File: config.mk
export PLATFORM = sky130hd
export DESIGN_NAME = ema_threshold_power_mode_governor
export DESIGN_NICKNAME = d
export VERILOG_FILES = /design/src/rtl/core/etpmg_pkg.sv /design/src/rtl/core/ema_threshold_power_mode_governor.sv /design/src/rtl/core/etpmg_ema.sv
export VERILOG_INCLUDE_DIRS = /design/src /design/src/rtl/core
export SDC_FILE = /design/constraint.sdc
export NUM_CORES = 2
export LEC_CHECK = 0
export ABC_AREA = 1
export ABC_CLOCK_PERIOD_IN_PS = 20100
export BUFFER_PORTS_ARGS = -buffer_cell sky130_fd_sc_hd__clkbuf_2
export CAP_MARGIN = 10
export CORE_MARGIN = 1
export CORE_UTILIZATION = 47
export CTS_CLUSTER_SIZE = 14
export DETAILED_ROUTE_END_ITERATION = 12
export SLEW_MARGIN = 25
export SYNTH_ARGS = -nofsm -noshare
export SYNTH_HDL_FRONTEND = slang
export SYNTH_HIERARCHICAL = 1
export SYNTH_SLANG_ARGS = --single-unit
File: constraint.sdc
create_clock -name aclk -period 20.1 [get_ports aclk]
set_clock_uncertainty 0.05 [all_clocks]
set_input_delay 3.015 -clock aclk [delete_from_list [all_inputs] [get_ports aclk]]
set_output_delay 3.015 -clock aclk [all_outputs]
set_load 0.005 [all_outputs]
File: src/rtl/core/assert_macros.svh
// Assertion helpers for the RTL of the power-mode governor.
// Depends on nothing; include by bare file name inside a module body.
`ifndef ASSERT_MACROS_SVH
`define ASSERT_MACROS_SVH

// Clocked property check, disabled while reset is asserted (active low).
`define ETPMG_ASSERT(lbl, clk, rstn, prop) \
    lbl: assert property (@(posedge clk) disable iff (!rstn) (prop)) \
        else $error("etpmg assertion failed");

// A condition that must never be seen at a clock edge outside reset.
`define ETPMG_ASSERT_NEVER(lbl, clk, rstn, cond) \
    `ETPMG_ASSERT(lbl, clk, rstn, !(cond))

`endif

File: src/rtl/core/etpmg_pkg.sv
// Shared constants and types for the EMA threshold power-mode governor.
// Depends on nothing; imported by etpmg_ema, the top level and the testbench.
`default_nettype none

package etpmg_pkg;

    localparam int FRAC_BITS = 8;
    localparam int ONE       = 1 << FRAC_BITS;

    localparam int DATA_W   = 16;
    localparam int UTIL_W   = 15;
    localparam int WEIGHT_W = 9;
    localparam int LIMIT_W  = 15;
    localparam int HOLD_W   = 4;
    localparam int CAP_W    = 7;
    localparam int CORES_W  = 3;

    localparam int CFG_IDX_W  = 3;
    localparam int CFG_DATA_W = 16;

    localparam int S_TDATA_W = 96;
    localparam int M_TDATA_W = 96;

    // Configuration register indexes.
    typedef enum logic [CFG_IDX_W-1:0] {
        REG_EMA_WEIGHT        = 3'd0,
        REG_HOT_TEMP_LIMIT    = 3'd1,
        REG_LOW_UTIL_LIMIT    = 3'd2,
        REG_HIGH_UTIL_LIMIT   = 3'd3,
        REG_BANDWIDTH_CEILING = 3'd4,
        REG_COOLDOWN_STEPS    = 3'd5
    } cfg_index_t;

    localparam logic [WEIGHT_W-1:0] EMA_WEIGHT_RST   = 9'd77;
    localparam logic [DATA_W-1:0]   HOT_TEMP_RST     = 16'd21760;
    localparam logic [LIMIT_W-1:0]  LOW_UTIL_RST     = 15'd2560;
    localparam logic [LIMIT_W-1:0]  HIGH_UTIL_RST    = 15'd20480;
    localparam logic [DATA_W-1:0]   BW_CEILING_RST   = 16'd25600;
    localparam logic [HOLD_W-1:0]   COOLDOWN_RST     = 4'd2;

    localparam logic [CAP_W-1:0]   CAP_POWERSAVE   = 7'd50;
    localparam logic [CAP_W-1:0]   CAP_PERFORMANCE = 7'd100;
    localparam logic [CORES_W-1:0] CORES_PERFORMANCE = 3'd4;
    localparam logic [CORES_W-1:0] CORES_NONE        = 3'd0;

    // Action currently in force.
    typedef struct packed {
        logic [CAP_W-1:0]   cap;
        logic               perf;
        logic [CORES_W-1:0] cores;
        logic               migrate;
    } action_t;

    localparam action_t ACTION_RST       = '{cap: CAP_PERFORMANCE, perf: 1'b0,
                                             cores: CORES_NONE, migrate: 1'b0};
    localparam action_t ACTION_POWERSAVE = '{cap: CAP_POWERSAVE, perf: 1'b0,
                                             cores: CORES_NONE, migrate: 1'b1};
    localparam action_t ACTION_PERF      = '{cap: CAP_PERFORMANCE, perf: 1'b1,
                                             cores: CORES_PERFORMANCE, migrate: 1'b0};

endpackage

`default_nettype wire

File: src/rtl/core/ema_threshold_power_mode_governor.sv
// EMA threshold power-mode governor.
//
// Usage: one telemetry sample per transfer on the s_ channel (utilization, IPC,
// iowait, disk, memory bandwidth, temperature; utilization is unsigned Q7.8, the
// rest unsigned Q8.8). Every sample produces exactly one result transfer on the
// m_ channel with the five smoothed averages and the power action in force after it.
// Path: an accepted sample sits in the input register and is processed into the
// result register, which drives m_tvalid, once that register is free or being
// taken.
// Throughput: one sample per cycle while m_tready is high. The averages, the hold
// counter and the action update combinationally between the input and result
// registers, so a following sample sees the new state with no bubble.
// Stalls: while m_tready is low the result holds and one more sample may wait
// in the input register; s_tready then drops until the result is taken.
// Reset (aresetn low, synchronous) clears both stages, restores the register
// defaults and returns the averages to zero (IPC to 1.0) with cap 100 and no hold.
// Configuration: cfg_wr_en with cfg_index and cfg_wdata writes one register per
// edge; unknown indexes are ignored. Write only while the block is idle.
`default_nettype none

module ema_threshold_power_mode_governor (
    input  wire logic                                aclk,
    input  wire logic                                aresetn,
    input  wire logic                                cfg_wr_en,
    input  wire logic [etpmg_pkg::CFG_IDX_W-1:0]     cfg_index,
    input  wire logic [etpmg_pkg::CFG_DATA_W-1:0]    cfg_wdata,
    input  wire logic                                s_tvalid,
    output logic                                     s_tready,
    // util_sample[14:0], ipc_sample[30:15], iowait_sample[46:31],
    // disk_sample[62:47], membw_sample[78:63], temp_sample[94:79], zero pad
    input  wire logic [etpmg_pkg::S_TDATA_W-1:0]     s_tdata,
    output logic                                     m_tvalid,
    input  wire logic                                m_tready,
    // avg_util[14:0], avg_ipc[30:15], avg_iowait[46:31], avg_disk[62:47],
    // avg_membw[78:63], freq_cap_percent[85:79], governor_performance[86],
    // reserved_big_cores[89:87], migrate_to_efficient[90], policy_updated[91], zero pad
    output logic [etpmg_pkg::M_TDATA_W-1:0]          m_tdata
);
    import etpmg_pkg::*;

    `include "assert_macros.svh"

    // Configuration registers.
    logic [WEIGHT_W-1:0] ema_weight_reg;
    logic [DATA_W-1:0]   hot_temp_reg;
    logic [LIMIT_W-1:0]  low_util_reg;
    logic [LIMIT_W-1:0]  high_util_reg;
    logic [DATA_W-1:0]   bw_ceiling_reg;
    logic [HOLD_W-1:0]   cooldown_reg;

    always_ff @(posedge aclk) begin
        if (!aresetn) begin
            ema_weight_reg <= EMA_WEIGHT_RST;
            hot_temp_reg   <= HOT_TEMP_RST;
            low_util_reg   <= LOW_UTIL_RST;
            high_util_reg  <= HIGH_UTIL_RST;
            bw_ceiling_reg <= BW_CEILING_RST;
            cooldown_reg   <= COOLDOWN_RST;
        end else if (cfg_wr_en) begin
            unique case (cfg_index)
                REG_EMA_WEIGHT:        ema_weight_reg <= cfg_wdata[WEIGHT_W-1:0];
                REG_HOT_TEMP_LIMIT:    hot_temp_reg   <= cfg_wdata[DATA_W-1:0];
                REG_LOW_UTIL_LIMIT:    low_util_reg   <= cfg_wdata[LIMIT_W-1:0];
                REG_HIGH_UTIL_LIMIT:   high_util_reg  <= cfg_wdata[LIMIT_W-1:0];
                REG_BANDWIDTH_CEILING: bw_ceiling_reg <= cfg_wdata[DATA_W-1:0];
                REG_COOLDOWN_STEPS:    cooldown_reg   <= cfg_wdata[HOLD_W-1:0];
                default: ;
            endcase
        end
    end

    // Input register stage.
    logic                 in_valid_reg;
    logic [UTIL_W-1:0]    in_util_reg;
    logic [DATA_W-1:0]    in_ipc_reg;
    logic [DATA_W-1:0]    in_iowait_reg;
    logic [DATA_W-1:0]    in_disk_reg;
    logic [DATA_W-1:0]    in_membw_reg;
    logic [DATA_W-1:0]    in_temp_reg;

    logic out_valid_reg;
    logic advance;
    logic s_accept;

    assign advance  = in_valid_reg && (!out_valid_reg || m_tready);
    assign s_tready = !in_valid_reg || advance;
    assign s_accept = s_tvalid && s_tready;

    always_ff @(posedge aclk) begin
        if (!aresetn) begin
            in_valid_reg <= 1'b0;
        end else if (s_tready) begin
            in_valid_reg <= s_tvalid;
        end
    end

    always_ff @(posedge aclk) begin
        if (s_accept) begin
            in_util_reg   <= s_tdata[14:0];
            in_ipc_reg    <= s_tdata[30:15];
            in_iowait_reg <= s_tdata[46:31];
            in_disk_reg   <= s_tdata[62:47];
            in_membw_reg  <= s_tdata[78:63];
            in_temp_reg   <= s_tdata[94:79];
        end
    end

    // Governor state.
    logic [DATA_W-1:0] util_avg_reg,   util_avg_next;
    logic [DATA_W-1:0] ipc_avg_reg,    ipc_avg_next;
    logic [DATA_W-1:0] iowait_avg_reg, iowait_avg_next;
    logic [DATA_W-1:0] disk_avg_reg,   disk_avg_next;
    logic [DATA_W-1:0] membw_avg_reg,  membw_avg_next;
    logic [HOLD_W-1:0] hold_cnt_reg,   hold_cnt_next;
    action_t           action_reg,     action_next;
    logic              updated_next;

    logic [WEIGHT_W-1:0] weight_sat;
    logic [DATA_W-1:0]   membw_clamped;

    assign weight_sat    = (32'(ema_weight_reg) > ONE) ? WEIGHT_W'(ONE) : ema_weight_reg;
    assign membw_clamped = (in_membw_reg > bw_ceiling_reg) ? bw_ceiling_reg : in_membw_reg;

    etpmg_ema u_ema_util (
        .sample  ({1'b0, in_util_reg}),
        .avg_old (util_avg_reg),
        .weight  (weight_sat),
        .avg_new (util_avg_next)
    );

    etpmg_ema u_ema_ipc (
        .sample  (in_ipc_reg),
        .avg_old (ipc_avg_reg),
        .weight  (weight_sat),
        .avg_new (ipc_avg_next)
    );

    etpmg_ema u_ema_iowait (
        .sample  (in_iowait_reg),
        .avg_old (iowait_avg_reg),
        .weight  (weight_sat),
        .avg_new (iowait_avg_next)
    );

    etpmg_ema u_ema_disk (
        .sample  (in_disk_reg),
        .avg_old (disk_avg_reg),
        .weight  (weight_sat),
        .avg_new (disk_avg_next)
    );

    etpmg_ema u_ema_membw (
        .sample  (membw_clamped),
        .avg_old (membw_avg_reg),
        .weight  (weight_sat),
        .avg_new (membw_avg_next)
    );

    // Decision: a running hold wins, then powersave, then performance.
    always_comb begin
        hold_cnt_next = hold_cnt_reg;
        action_next   = action_reg;
        updated_next  = 1'b0;
        if (hold_cnt_reg != '0) begin
            hold_cnt_next = hold_cnt_reg - 1'b1;
        end else if (in_temp_reg > hot_temp_reg
                     || util_avg_next < {1'b0, low_util_reg}) begin
            action_next   = ACTION_POWERSAVE;
            updated_next  = 1'b1;
            hold_cnt_next = cooldown_reg;
        end else if (util_avg_next > {1'b0, high_util_reg}) begin
            action_next   = ACTION_PERF;
            updated_next  = 1'b1;
            hold_cnt_next = cooldown_reg;
        end
    end

    always_ff @(posedge aclk) begin
        if (!aresetn) begin
            util_avg_reg   <= '0;
            ipc_avg_reg    <= DATA_W'(ONE);
            iowait_avg_reg <= '0;
            disk_avg_reg   <= '0;
            membw_avg_reg  <= '0;
            hold_cnt_reg   <= '0;
            action_reg     <= ACTION_RST;
        end else if (advance) begin
            util_avg_reg   <= util_avg_next;
            ipc_avg_reg    <= ipc_avg_next;
            iowait_avg_reg <= iowait_avg_next;
            disk_avg_reg   <= disk_avg_next;
            membw_avg_reg  <= membw_avg_next;
            hold_cnt_reg   <= hold_cnt_next;
            action_reg     <= action_next;
        end
    end

    // Result register stage.
    logic [UTIL_W-1:0] out_util_reg;
    logic [DATA_W-1:0] out_ipc_reg;
    logic [DATA_W-1:0] out_iowait_reg;
    logic [DATA_W-1:0] out_disk_reg;
    logic [DATA_W-1:0] out_membw_reg;
    action_t           out_action_reg;
    logic              out_updated_reg;

    always_ff @(posedge aclk) begin
        if (!aresetn) begin
            out_valid_reg <= 1'b0;
        end else if (advance) begin
            out_valid_reg <= 1'b1;
        end else if (m_tready) begin
            out_valid_reg <= 1'b0;
        end
    end

    always_ff @(posedge aclk) begin
        if (advance) begin
            out_util_reg    <= util_avg_next[UTIL_W-1:0];
            out_ipc_reg     <= ipc_avg_next;
            out_iowait_reg  <= iowait_avg_next;
            out_disk_reg    <= disk_avg_next;
            out_membw_reg   <= membw_avg_next;
            out_action_reg  <= action_next;
            out_updated_reg <= updated_next;
        end
    end

    assign m_tvalid = out_valid_reg;
    assign m_tdata  = {4'b0, out_updated_reg, out_action_reg.migrate,
                       out_action_reg.cores, out_action_reg.perf, out_action_reg.cap,
                       out_membw_reg, out_disk_reg, out_iowait_reg, out_ipc_reg,
                       out_util_reg};

    // A sample that arrives during a hold never takes a decision.
    `ETPMG_ASSERT(a_hold_blocks_update, aclk, aresetn,
        advance && hold_cnt_reg != '0 |=> !out_updated_reg)
    // A decision reloads the hold counter from the cooldown register.
    `ETPMG_ASSERT(a_decision_reloads_hold, aclk, aresetn,
        advance && updated_next |=> hold_cnt_reg == $past(cooldown_reg))
    // Performance and migration to efficiency cores never go together.
    `ETPMG_ASSERT_NEVER(a_action_consistent, aclk, aresetn,
        action_reg.perf && action_reg.migrate)

endmodule

`default_nettype wire

File: src/rtl/core/etpmg_ema.sv
// One exponential moving average update: old + (w * (x - old)) >> FRAC_BITS.
// This equals (w*x + (ONE-w)*old) >> FRAC_BITS with rounding down. Uses etpmg_pkg.
`default_nettype none

module etpmg_ema (
    input  wire logic [etpmg_pkg::DATA_W-1:0]   sample,
    input  wire logic [etpmg_pkg::DATA_W-1:0]   avg_old,
    input  wire logic [etpmg_pkg::WEIGHT_W-1:0] weight,
    output logic      [etpmg_pkg::DATA_W-1:0]   avg_new
);
    import etpmg_pkg::*;

    localparam int DIFF_W = DATA_W + 1;
    localparam int PROD_W = DIFF_W + WEIGHT_W + 1;

    logic signed [DIFF_W-1:0]   diff;
    logic signed [WEIGHT_W:0]   weight_s;
    logic signed [PROD_W-1:0]   prod;
    logic signed [PROD_W-1:0]   step;

    assign diff     = $signed({1'b0, sample}) - $signed({1'b0, avg_old});
    assign weight_s = $signed({1'b0, weight});
    assign prod     = PROD_W'(diff) * PROD_W'(weight_s);
    // The arithmetic shift floors negative steps, matching the unsigned form.
    assign step     = prod >>> FRAC_BITS;
    // The new average lies between old and sample, so 16 bits always hold it.
    assign avg_new  = avg_old + step[DATA_W-1:0];

endmodule

`default_nettype wire

==> qor.txt <==
STATUS
---------------------------------------------------------------------------------
Run status                                                           finished clean

CELLS AND AREA
---------------------------------------------------------------------------------
Commonest cells after routing, fill and taps aside                   inv_1, nand2_1, nor2_1
Area added between synthesis and finish                                     8.39%
Most common cell after layout, fill and taps aside                          inv_1
Nets@finish                                                                  7145
Proportion of layout cells with a drive suffix above 1                     0.0867
Number of inserted filler cells in the final layout                          9543
Design area                                                           50600 sq um

TIMING
---------------------------------------------------------------------------------
Min Tclk post-route                                                      10600 ps
Measured slew at the worst slew-check pin                                  983 ps
Max-slew headroom at the worst pin                                          0.345
Sum of negative setup slack                                                  0 ps
Number of slew-limit violations in the final report                             0
Count of endpoints failing setup in the final report                            0
Final cycle utilization of the critical path                                0.528
Unrepaired setup endpoints after global routing                                no
Maximum clock frequency                                                0.0943 GHz
Final Hold Vio Count                                                            0

ROUTE
---------------------------------------------------------------------------------
Number of vias per cell after detailed routing                               5.08
Remaining routing DRC violations                                                0
Wire length reported by the detailed router                                124 mm
Number of nets still failing antenna checks after routing                       0
Number of detailed-route iterations in the first pass                           7
Total number of vias                                                        37100
Starting DRT DRC Count                                                       2245
Average wire length per cell after detail routing                         17.0 um

GRT
---------------------------------------------------------------------------------
Number of global-route vias before repair                                   36800
Total gr overflow                                                               0
Initial antenna violation count                                                11
Largest net degree at the start of global routing                             118
Global-route wire length before repair                                     197 mm
Aggregate global-route resource usage                                       0.251

DIE
---------------------------------------------------------------------------------
Die width                                                                  317 um
Number of placement rows                                                      115
Core Footprint                                                        98400 sq um
DIE AREA                                                             101000 sq um
Floorplan die height                                                       317 um
I/O pin total                                                                 218
Starting utilization of the core area                                       0.474

SETUP PATH
---------------------------------------------------------------------------------
Cell type of the slowest stage on the worst timing path                    xor2_1
Crit path launch type                                                   flip-flop
Data arrival time of the worst path                                      10950 ps
Internal reg-to-reg setup slack                                           9500 ps
Slowest cell delay on critical path                                        720 ps
Critical path class                                                  flip-flop to flip-flop
Critical path data required time                                         20450 ps
Critical Path End Type                                                  flip-flop
Critical path fanouts, max                                                      7

CLOCKING
---------------------------------------------------------------------------------
Source-to-sink clock delay at the later pin of the worst-skew pair         650 ps
Clock buffer depth                                                              3
Count of buffers added by post-CTS timing repair for setup                      0
Deepest level of the CTS H-tree                                                 2
CTS tree                                                                      yes
Gates resized, CTS repair                                                       0
Clock sinks                                                                   360
Number of buffers created by CTS                                               45
# hold bufs at CTS                                                              0
Root Buffer                                                             clkbuf_16
Clk slew on worst S/H paths                                                 60 ps

SYNTHESIS
---------------------------------------------------------------------------------
Synth Instances                                                              5799
Synthesized area                                                      46700 sq um
Distinct cell type count after synthesis                                       70
Async SR Flop Fraction                                                          0
Number of enable-type register cells in the synthesized netlist               187
Number of warnings reported in the yosys synthesis log                          6
Post-Synthesis Mean Instance Area                                      8.05 sq um
Seq/Total Area, Yosys                                                       0.194
Number of flip-flops and latches in the synthesized netlist                   360
Commonest register cell after synthesis                                  edfxtp_1

PLACEMENT
---------------------------------------------------------------------------------
Half-perimeter wire length of the detailed placement result               99.7 mm
GP Congestion                                                               0.891
Total placed instance area                                            49100 sq um
Number of buffers added on ports                                              212

HOLD PATH
---------------------------------------------------------------------------------
Worst Hold Class                                                     flip-flop to flip-flop

JOB
---------------------------------------------------------------------------------
Max-cap violations                                                              0

-- worst paths after layout --
kind	startpoint	endpoint	cells after the start
max	in_util_reg[0]$_DFFE_PP_	m_tdata[85]$_DFFE_PP_	45
min	action_reg[5]$_SDFFE_PN0P_	action_reg[5]$_SDFFE_PN0P_	2
max reg2reg	in_util_reg[0]$_DFFE_PP_	m_tdata[85]$_DFFE_PP_	45
min reg2reg	action_reg[5]$_SDFFE_PN0P_	action_reg[5]$_SDFFE_PN0P_	2
-- worst max-delay path: cells and delay by family, from the launching register on --
kind            cells  cell delay [ps]
buf+inv             7              620
flops               1              320
fa+ha+maj          10             4030
simple gates       16             2150
compound gates      9             1740
xor+xnor            3             1460
-- area by class of cell --
class	instances	area (sq um)	area share
clock inverters	26	263	0.00519
repair buffers	230	1200	0.0238
diodes	8	20.0	0.000396
clock buffers	58	1220	0.0240
multi-input cells	4076	32500	0.642
flip-flops and latches	360	9080	0.179
inverters	1250	4700	0.0929
well taps	1287	1610	0.0318
-- cells in the mapped netlist (92+ instances only) --
library cell  instances  area, sq um
nand3_1             147          736
edfxtp_1            187         5620
xor2_1              140         1230
nor2_1              636         2390
inv_1              1213         4550
fa_1                590        11800
dfxtp_1             173         3460
ha_1                472         5910
a21oi_1             322         1610
clkbuf_1             92          345
o21ai_0             226         1130
nand2_1            1071         4020
-- stage by stage --
stage	cells	setup slack [ps]	hold slack (ps)	util
2_1_floorplan	5803	11580	365	-
3_3_place_gp	7203	9690	376	0.499
3_5_place_dp	7203	9670	385	0.499
5_1_grt	7287	8830	425	0.514
4_1_cts	7287	9640	397	0.514
6_report	7295	9500	395	0.514
-- metal layers --
metal / vias up / GRT usage / wire length, um
met5: - / 0 / 13
li1: 18300 / - / -
met3: 174 / 0.0337 / 6880
met4: 4 / 0.0808 / 4030
met2: 906 / 0.413 / 56900
met1: 17700 / 0.341 / 56000
-- logic make-up after synthesis --
group / after synthesis / share of synthesized area
and+or+nand+nor: 2085 / 0.189
adders and majority gates: 1062 / 0.379
buffers and inverters: 1367 / 0.111
other: 1 / 0.0000803
AOI/OAI and AO/OA: 713 / 0.0857
xor gates and xnor gates: 211 / 0.0401
DFF: 360 / 0.194
Power is not shown: default switching activity piles up to over one toggle a cycle in this logic, so the estimate is an artifact.
